===== src/hw/rtl/gbts_pkg.sv =====
// Shared types, codes and constants of the gap buffer text store.
`default_nettype none
package gbts_pkg;

    localparam int          CAPACITY_DEF = 4096;
    localparam int          FW           = 13;     // width of position/length fields
    localparam logic [7:0]  NEWLINE      = 8'h0A;

    typedef enum logic [3:0] {
        OP_INSERT = 4'd0,
        OP_ERASE  = 4'd1,
        OP_READ   = 4'd2,
        OP_CLEAR  = 4'd3,
        OP_LINES  = 4'd4,
        OP_LSTART = 4'd5,
        OP_LEND   = 4'd6,
        OP_LINEOF = 4'd7,
        OP_COLUMN = 4'd8
    } op_t;

    typedef enum logic [1:0] {
        ST_OK     = 2'd0,
        ST_RANGE  = 2'd1,
        ST_FULL   = 2'd2,
        ST_NOLINE = 2'd3
    } status_t;

    // what an accepted command needs after decode
    typedef enum logic [1:0] {
        K_COMMIT = 2'd0,
        K_MOVE   = 2'd1,
        K_READ   = 2'd2,
        K_SCAN   = 2'd3
    } kind_t;

    typedef enum logic [2:0] {
        S_IDLE, S_DECIDE, S_MOVE, S_COMMIT, S_RD, S_RD_WAIT, S_SCAN, S_RESULT
    } state_t;

    typedef struct packed {
        logic [3:0]    operation;
        logic [FW-1:0] position;
        logic [7:0]    char_in;
        logic [FW-1:0] erase_length;
        logic [FW-1:0] line_index;
    } in_item_t;

    typedef struct packed {
        logic [1:0]    status;
        logic [7:0]    char_out;
        logic [FW-1:0] text_length;
        logic [FW-1:0] answer;
    } out_item_t;

    typedef struct packed {
        logic load;
        logic decide;
        logic move_en;
        logic commit;
        logic rd_issue;
        logic rd_capture;
        logic scan_en;
        logic out_load;
    } ctrl_cmd_t;

    typedef struct packed {
        kind_t kind;
        logic  move_done;
        logic  scan_done;
        logic  out_busy;
    } dp_sts_t;

endpackage
`default_nettype wire


===== src/hw/rtl/gbts_ctrl.sv =====
// Controller state machine of the gap buffer text store.
`default_nettype none
module gbts_ctrl
    import gbts_pkg::*;
(
    input  wire logic      clk,
    input  wire logic      rst_n,
    input  wire logic      cmd_valid,
    output logic           cmd_ready,
    input  wire dp_sts_t   sts,
    output ctrl_cmd_t      cmd
);

    state_t state_reg, state_next;

    always_ff @(posedge clk or negedge rst_n)
    begin
        if (!rst_n)
        begin
            state_reg <= S_IDLE;
        end
        else
        begin
            state_reg <= state_next;
        end
    end

    always_comb
    begin
        state_next = state_reg;
        cmd        = '0;
        cmd_ready  = (state_reg == S_IDLE);
        unique case (state_reg)
            S_IDLE:
            begin
                if (cmd_valid)
                begin
                    cmd.load   = 1'b1;
                    state_next = S_DECIDE;
                end
            end
            S_DECIDE:
            begin
                cmd.decide = 1'b1;
                unique case (sts.kind)
                    K_COMMIT: state_next = S_COMMIT;
                    K_MOVE:   state_next = S_MOVE;
                    K_READ:   state_next = S_RD;
                    K_SCAN:   state_next = S_SCAN;
                    default:  state_next = S_COMMIT;
                endcase
            end
            S_MOVE:
            begin
                cmd.move_en = 1'b1;
                if (sts.move_done)
                begin
                    state_next = S_COMMIT;
                end
            end
            S_COMMIT:
            begin
                cmd.commit = 1'b1;
                state_next = S_RESULT;
            end
            S_RD:
            begin
                cmd.rd_issue = 1'b1;
                state_next   = S_RD_WAIT;
            end
            S_RD_WAIT:
            begin
                cmd.rd_capture = 1'b1;
                state_next     = S_RESULT;
            end
            S_SCAN:
            begin
                cmd.scan_en = 1'b1;
                if (sts.scan_done)
                begin
                    state_next = S_RESULT;
                end
            end
            S_RESULT:
            begin
                if (!sts.out_busy)
                begin
                    cmd.out_load = 1'b1;
                    state_next   = S_IDLE;
                end
            end
            default: state_next = S_IDLE;
        endcase
    end

endmodule
`default_nettype wire


===== config.mk =====
export PLATFORM = sky130hd
export DESIGN_NAME = gbts_ctrl
export DESIGN_NICKNAME = d
export VERILOG_FILES = /design/src/hw/rtl/gbts_pkg.sv /design/src/hw/rtl/gbts_ctrl.sv
export SDC_FILE = /design/constraint.sdc
export NUM_CORES = 1
export LEC_CHECK = 0
export ABC_AREA = 1
export BUFFER_PORTS_ARGS = -buffer_cell sky130_fd_sc_hd__buf_2
export CORE_AREA = 5 5 42 44
export DETAILED_ROUTE_END_ITERATION = 8
export DIE_AREA = 0 0 47 49
export GPL_ROUTABILITY_DRIVEN = 0
export SETUP_SLACK_MARGIN = 0.3
export SLEW_MARGIN = 0
export SYNTH_ARGS = -nofsm -noshare
export SYNTH_HDL_FRONTEND = slang
export SYNTH_SLANG_ARGS = --single-unit

===== constraint.sdc =====
create_clock -name clk -period 3 [get_ports clk]
set_input_delay 0.15 -clock clk [delete_from_list [all_inputs] [get_ports clk]]
set_output_delay 0.15 -clock clk [all_outputs]
set_load 0.02 [all_outputs]

==> impl_metrics.toml, run 1 <==
[clock_tree]
cts_tree = "built"
insertion_delay_ns = 0.24
cts_sinks = 3
cts_root_buffer = "clkbuf_4"
cts_made_buffers = 3
hold_buffers = 1
post_cts_buffers = 0
path_clk_slew_ns = 0.04
ctsLongestPathBuffers = 2
ctsResizeCount = 0
cts-htree-levels = 1

[die]
dieArea_sq_mm = 0.00230
core_area_sq_mm = 0.00140
start_util_pct = 23.5
fp-row-count = 14
die_w_um = 47
ios = 17
die_h_um = 49

[logic_synthesis]
synth_fp_nets = 68
ys_seq_elements = 3
ys_warn_count = 0
synth_cell_type_count = 13
avgSynthCellArea_sq_um = 5.48
netlist_instances = 60
ys_seq_area_share_pct = 22.8
synth_area_sq_um = 329

[timing]
setup_ws_ns = 1.58
relSlewSlack_pct = 81.5
rsz0062_at_grt = "false"
period_share_pct = 47.2
drv_slew = 0
finClkSkew_ns = 0.000860
setup_viol = 0
post-route-min-period_ns = 1.42
fin_setup_tns_ns = 0
tightestPinTransition_ns = 0.278
hold_viol_final = 0
clock.fmax_mhz = 707

[final_layout]
syn2layout_area_growth_pct = 35.7
num_antenna_cells = 0
regArea_sq_um = 75.1
multi_input_area_sq_um = 175
nFillCells = 181
final_nets = 88
drive_gt1_share_pct = 30.4
largest_register_ffs = 3

[worst_setup_path]
worst_setup_path_start_kind = "register"
critical_path_class = "register to output port"
path_max_fanout = 8
rr_worst_depth = 7
arrival_ns = 1.27
cp.required_ns = 2.85
worstSetupEndpointType = "output port"

[detailed_routing]
route.detailed.drc = 0
postRouteAntennaNets = 0
wire_per_inst_um = 8.83
drt_iter0_markers = 6
met2WireLength_um = 351
dr_wl_met3_um = 84
drt-met1-wl_um = 375
routed.top_layer = "met4"
dr_total_vias = 400
routed_wl_um = 839
avgViaCountPerCell = 4.21
drt_pass1_iterations = 4

[global_route]
grt_pass1_wl_um = 1350
overflow = 0
antenna_found_initial = 0
grtUsageTotal_pct = 8.44
grt_pass1_vias = 333
grt_max_degree = 10

[power_and_ir_drop]
swShare_pct = 54.9
power_density_mw_per_mm2 = 1090
switchingPower_mw = 0.269
internal_power_mw = 0.220
combPwrFrac_pct = 62.3
p_seq_share_pct = 22.8
pwr-share-clk_pct = 14.9
power_leakage_nw = 0.329
irDropWorstVdd_mv = 0.377

[outcome]
status = "complete, no violations"

[hold_path]
min_path_cells = 3
hp-class = "input port to register"

[run]
maxCapViolCount = 0

[placed_design]
dp_hpwl_um = 723
post-place-ws_ns = 1.80
port_buffers = 16
-- metal layers --
layer	global-route usage, %	vias up
met5	0	-
met4	8.29	0
met3	2.58	4
met2	10.9	18
met1	10.3	160
li1	-	218
-- metrics by stage --
stage | area (sq um) | cells | power (mW) | utilization [%] | hold slack [ns]
final | 447 | 95 | 0.489 | 31.9 | 0.220
after detailed placement | 410 | 90 | 0.420 | 29.3 | -0.0438
after global routing | 447 | 95 | 0.548 | 31.9 | 0.235
after floorplan | 329 | 60 | 0.358 | - | -0.146
after CTS | 447 | 95 | 0.499 | 31.9 | 0.221
after global placement | 410 | 90 | 0.419 | 29.3 | -0.0485
-- path summary, 6_finish.rpt --
| kind | startpoint | end | slack [ns] |
|---|---|---|---|
| max reg2reg | state_reg[2] | state_reg[2] | 1.80 |
| min reg2reg | state_reg[2] | state_reg[2] | 0.67 |
| max | state_reg[2] | cmd[7] | 1.58 |
| max in group asynchronous | rst_n | state_reg[2] | 2.65 |
| min in group asynchronous | rst_n | state_reg[0] | 0.24 |
| min | sts[0] | state_reg[0] | 0.22 |
-- worst max-delay path, cell delays in order (launching register included) --
cell,delay (ns)
dfrtp_1,0.46
nor2_2,0.22
nand2_1,0.09
nor2_1,0.08
buf_2,0.16
-- power groups by stage --
stage,Clock (mW),Sequential (mW),Combinational (mW)
floorplan,0,0.0797,0.279
CTS,0.0767,0.111,0.311
global route,0.0808,0.115,0.352
detailed placement,0,0.112,0.308
global placement,0,0.111,0.308
finish,0.0727,0.111,0.305
-- cell usage in the layout, fill, tap and decap left out --
master         Yosys  final
buf_2              0     16
clkbuf_1           0      1
clkbuf_4           0      3
dfrtp_1            3      3
dlygate4sd3_1      0      1
inv_1             14     14
inv_2              2      2
nand2_1           18     18
nand3_1            8      8
nand4_1            2      2
nor2_1             5      5
nor2_2             3      3
o21ai_0            1      1
o21ai_1            1      1
o21bai_1           1      1
-- final cells by class --
type                    instances  share of cell area [%]
well taps                      16                    4.48
repair buffers                 17                    20.2
flip-flops and latches          3                    16.8
inverters                      16                    13.4
multi-input cells              39                    39.2
clock buffers                   4                    5.88
-- cells by family after synthesis --
group | count (synthesis) | synth area share (%)
flip-flops | 3 | 22.8
buffers and inverters | 18 | 24.0
AO/OA/AOI/OAI | 3 | 5.32
AND/OR/NAND/NOR | 36 | 47.9
-- cells in the mapped netlist, drive strengths merged --
master / instances / area share (%)
nand2: 18 / 21
buf: 2 / 5.7
dfrtp: 3 / 23
inv: 16 / 18
nor2: 8 / 11
nand4: 2 / 3.8
o21ai: 2 / 3.0
nand3: 8 / 12
o21bai: 1 / 2.3
Note: power is estimated with default switching activity, not from simulation.
==> run 2: changes to the inputs <==
clock period = 1.2 ns   (was 3 ns; I/O delays follow)
==> run 2 against run 1 <==
Effect of this change:
- the flow now finishes with violations (negative setup slack)
- critical path type is now register to register
- combinational power rose to 3.7 times the previous value
- clock power grew to 2.5 times the previous value
- hold slack got worse by 0.076 ns
- non-clock buffer count rose by 5
- sequential power increased to 2.7 times the previous value
- total power grew to 3.3 times the previous value
- first-iteration DRC count down 33%
- via count rose by 8.5%
- clock skew is 0.0033 ns higher
- register-to-register slack got worse by 1.8 ns
==> impl_metrics.toml, run 2 (synthesis results as in run 1) <==
[outcome]
status = "finished, violations left"
violations = "negative setup slack"

[clock_tree]
ctsLongestPathBuffers = 2
cts_tree = "built"
insertion_delay_ns = 0.24
path_clk_slew_ns = 0.04
cts_made_buffers = 3
cts-htree-levels = 1
cts_root_buffer = "clkbuf_4"
cts_sinks = 3

[power_and_ir_drop]
power_leakage_nw = 0.359
irDropWorstVdd_mv = 1.35
power_density_mw_per_mm2 = 2830
p_total_mw = 1.62

[final_layout]
layout_common_cells = "nand2_1, inv_1, nand3_1, buf_2, buf_4"
fin_area_sq_um = 572
syn2layout_area_growth_pct = 73.8
final_nets = 93
drive_gt1_share_pct = 50.0
num_antenna_cells = 0
layout_commonest_cell = "nand2_1"
largest_register_ffs = 3
fin_util_pct = 40.8

[timing]
setup_viol = 6
post-route-min-period_ns = 1.22
clock.fmax_mhz = 823
period_share_pct = 101
rsz0062_at_grt = "true"
hold_viol_final = 0
setup_ws_ns = -0.0155
tightestPinTransition_ns = 0.207
drv_slew = 0
relSlewSlack_pct = 86.2
finClkSkew_ns = 0.00412

[worst_setup_path]
crit_path_top_delay_cell = "dfrtp_2"
crit_family = "simple AND/OR/NAND/NOR gates"
worst_r2r_endpoint = "state_reg[2]"
cpPeakStageDelay_ns = 0.45
cp.depth = 7
critical_path_class = "register to register"
path_max_fanout = 5
worst_setup_path_start_kind = "register"
regToRegSetupSlack_ns = -0.02
rr_worst_depth = 7
crit_buf_inv = 1
arrival_ns = 1.33
cp.required_ns = 1.32
worstSetupEndpointType = "register"
r2r-start = "state_reg[1]"
cpMostUsedCell = "nand2_1"
crit_path_cell_trace = "nor2_4 -> buf_4 -> nand3_1 -> nand2_2 -> nor2_2 -> nand2_1 -> nand2_1"

[die]
dieArea_sq_mm = 0.00230
die_w_um = 47
start_util_pct = 23.5
die_h_um = 49
ios = 17
fp-row-count = 14
core_area_sq_mm = 0.00140

[placed_design]
port_buffers = 16
dp_hpwl_um = 677
place_area_sq_um = 444

[detailed_routing]
drt_iter0_markers = 4
postRouteAntennaNets = 0
drt_pass1_iterations = 4
routed_wl_um = 957
route.detailed.drc = 0
avgViaCountPerCell = 4.34
dr_total_vias = 434
wire_per_inst_um = 9.57

[hold_path]
min-delay-start = "sts[0]"
hp-class = "input port to register"
whs_endpoint = "state_reg[0]"
min_path_cells = 3

[global_route]
grt_max_degree = 9
grt_pass1_wl_um = 1550
grtUsageTotal_pct = 9.03
antenna_found_initial = 0
grt_pass1_vias = 421
overflow = 0

[run]
maxCapViolCount = 0
==> run 2: changes by cell type in the layout (fill, tap and decap cells not counted), sizes merged <==
cell	delta
buf	+5
==> run 2: how the worst max path moves through the flow <==
stage              endpoint    startpoint  slack (ns)
3_5_place_dp   state_reg[2]  state_reg[2]       -0.03
3_3_place_gp   state_reg[2]  state_reg[2]       0.001
5_1_grt        state_reg[2]  state_reg[1]       -0.07
6_report       state_reg[2]  state_reg[1]       -0.02
2_1_floorplan  state_reg[2]  state_reg[1]        0.16
4_1_cts              cmd[7]  state_reg[2]       -0.02
==> run 2: power breakdown <==
group | switching, mW | internal, mW | total [mW]
logic | 0.634 | 0.495 | 1.13
registers | 0.134 | 0.170 | 0.304
clock network | 0.0571 | 0.125 | 0.182
total | 0.825 | 0.790 | 1.62
==> run 2: layout make-up <==
class | count | area, sq um
fill | 162 | 830
inverter | 16 | 62.6
tap | 16 | 20.0
clock buffer | 4 | 26.3
timing repair buffer | 22 | 166
sequential | 3 | 78.8
multi-input combinational | 39 | 218
==> run 2: per-layer routing <==
| layer | part of all wire [%] | up-vias | GRT usage [%] |
|---|---|---|---|
| met5 | 0 | - | 0 |
| met4 | 0 | 0 | 8.29 |
| met3 | 5.5 | 0 | 0 |
| met2 | 52 | 12 | 13.1 |
| met1 | 42 | 194 | 11.5 |
| li1 | - | 228 | - |
==> run 2: tightest hold or removal path, cell delays in order <==
cell	delay [ns]
buf_2	0.11
nand4_1	0.12
nand2_1	0.06
==> run 2: what timing repair did <==
item | in CTS | in global routing
setup endpoints to repair | 12 | 12
gates resized for setup | 15 | 5
pin swaps | 2 | 3
hold buffers | 1 | 0
hold endpoints to repair | 3 | 0
buffers inserted | 4 | 1
gates cloned | 0 | 0
==> run 2: stage by stage <==
stage,setup slack [ns],instances,hold WS [ns],setup TNS (ns)
after global placement,0.00150,90,-0.143,0
after detailed placement,-0.0272,90,-0.145,-0.0445
after CTS,-0.0205,99,0.132,-0.0543
final,-0.0155,100,0.144,-0.0437
after floorplan,0.163,60,-0.236,0
after global routing,-0.0734,100,0.171,-0.474
==> run 3: changes to the inputs <==
BUFFER_PORTS_ARGS = -buffer_cell sky130_fd_sc_hd__buf_4   (was -buffer_cell sky130_fd_sc_hd__buf_2)
==> run 3 against run 2 <==
Effect of this change:
- the flow still finishes with violations (negative setup slack)
- clock power hardly changed
- hold slack worse by 0.0019 ns
- final cell count is 4.0% higher
- critical path type is now register to output port
==> impl_metrics.toml, run 3 (synthesis results as in run 1) <==
[worst_setup_path]
cp.required_ns = 1.14
regToRegSetupSlack_ns = 0.02
crit_family = "flip-flops"
path_max_fanout = 5
cpMostUsedCell = "nor2_4"
worst_setup_path_start_kind = "register"
cpPeakStageDelay_ns = 0.45
r2r-start = "state_reg[1]"
crit_buf_inv = 1
crit_path_top_delay_cell = "dfrtp_2"
crit_path_cell_trace = "nor2_4 -> nand2_2 -> nor2_4 -> buf_6"
cp-startpoint = "state_reg[1]"
arrival_ns = 1.15
cp.depth = 4
rr_worst_depth = 7
worstSetupEndpointType = "output port"
critical_path_class = "register to output port"
worst_r2r_endpoint = "state_reg[0]"

[timing]
setup_viol = 2
post-route-min-period_ns = 1.21
hold_viol_final = 0
period_share_pct = 101
fin_setup_tns_ns = -0.0154
tightestPinTransition_ns = 0.173
relSlewSlack_pct = 88.5
drv_slew = 0
finClkSkew_ns = 0.00473
clock.fmax_mhz = 825
whs_ns = 0.142
rsz0062_at_grt = "true"
setup_ws_ns = -0.0120

[power_and_ir_drop]
combPwrFrac_pct = 72.7
pwr-share-clk_pct = 10.5
swShare_pct = 48.7
switchingPower_mw = 0.844
irDropWorstVdd_mv = 1.37
internal_power_mw = 0.890
power_leakage_nw = 0.388
power_density_mw_per_mm2 = 2760
p_seq_share_pct = 16.8

[global_route]
antenna_found_initial = 0
grt_max_degree = 9
grt_pass1_wl_um = 1550
grtUsageTotal_pct = 9.53
grt_pass1_vias = 428
overflow = 0

[detailed_routing]
avgViaCountPerCell = 4.19
postRouteAntennaNets = 0
route.detailed.drc = 0
dr_total_vias = 436
drt_pass1_iterations = 2
wire_per_inst_um = 9.33
routed_wl_um = 970
drt_iter0_markers = 1

[placed_design]
dp_hpwl_um = 691
port_buffers = 16

[die]
start_util_pct = 23.5
ios = 17
core_area_sq_mm = 0.00140
die_w_um = 47
die_h_um = 49
fp-row-count = 14
dieArea_sq_mm = 0.00230

[clock_tree]
cts_tree = "built"
cts_sinks = 3
cts_made_buffers = 3
ctsLongestPathBuffers = 2
insertion_delay_ns = 0.24
cts-htree-levels = 1
cts_root_buffer = "clkbuf_4"
path_clk_slew_ns = 0.04

[final_layout]
syn2layout_area_growth_pct = 91.3
layout_common_cells = "buf_4, nand2_1, inv_1"
drive_gt1_share_pct = 52.3
layout_commonest_cell = "buf_4"
final_nets = 97
nFillCells = 154
largest_register_ffs = 3
num_antenna_cells = 0

[run]
maxCapViolCount = 0

[outcome]
status = "finished, violations left"
violations = "negative setup slack"

[hold_path]
hp-class = "input port to asynchronous set/reset pin"
## run 3: changes by cell type in the layout (fill, tap and decap cells not counted)
cell,previous run,this run
nand3_2,0,2
nand3_1,8,6
inv_1,11,12
buf_6,5,7
nor2_2,2,3
nand2_1,14,15
inv_2,4,3
nand2_2,3,2
buf_4,8,17
nor2_4,4,3
buf_2,8,1
## run 3: worst max path at each step
stage / endpoint / slack, ns
floorplan: state_reg[2] / 0.16
global placement: state_reg[2] / 0.02
detailed placement: state_reg[2] / 0.003
CTS: cmd[7] / -0.04
global route: cmd[7] / -0.07
finish: cmd[7] / -0.01
## run 3: metal layers
metal | share of wire (%) | vias up | track usage, %
li1 | - | 234 | -
met1 | 41 | 186 | 10.6
met2 | 51 | 13 | 13.3
met3 | 5.5 | 3 | 1.11
met4 | 3.1 | 0 | 11.5
met5 | 0 | - | 0
## run 3: final cells by class
cell class	count	area (sq um)	area share [%]
inverter	16	62.6	9.94
multi-input combinational	39	220	35.0
timing repair buffer	26	221	35.2
sequential	3	78.8	12.5
tap	16	20.0	3.18
clock buffer	4	26.3	4.17
## run 3: worst register-to-register path, stage by stage, from the launching register on
cell and delay [ns]:
dfrtp_2 0.45, nor2_4 0.16, buf_4 0.13, nand3_1 0.08
nand2_2 0.09, nor2_2 0.05, nand2_1 0.06, nand2_1 0.04
## run 3: through the flow
stage / utilization (%) / setup WS [ns] / instances / power (mW) / area, sq um
final: 44.9 / -0.0120 / 104 / 1.73 / 629
after CTS: 42.9 / -0.0375 / 101 / 1.66 / 602
after floorplan: - / 0.163 / 60 / 1.02 / 367
after global placement: 35.1 / 0.0183 / 91 / 1.24 / 492
after global routing: 44.9 / -0.0657 / 104 / 1.90 / 629
after detailed placement: 35.1 / 0.00307 / 91 / 1.25 / 492
## run 3: power groups by stage
stage                     sequential (mW)  clock, mW  combinational [mW]
final                               0.291      0.183                1.26
after detailed placement            0.318          0               0.933
after global routing                0.302      0.201                1.39
after CTS                           0.298      0.190                1.17
after global placement              0.310          0               0.929
after floorplan                     0.221          0               0.799
## run 3: what timing repair did
item / CTS / global route
hold buffers: 1 / 0
setup buffers: 5 / 3
resized for setup: 13 / 1
endpoints found under the setup margin: 12 / 12
hold endpoints to repair: 3 / 0
pin swaps: 3 / 2
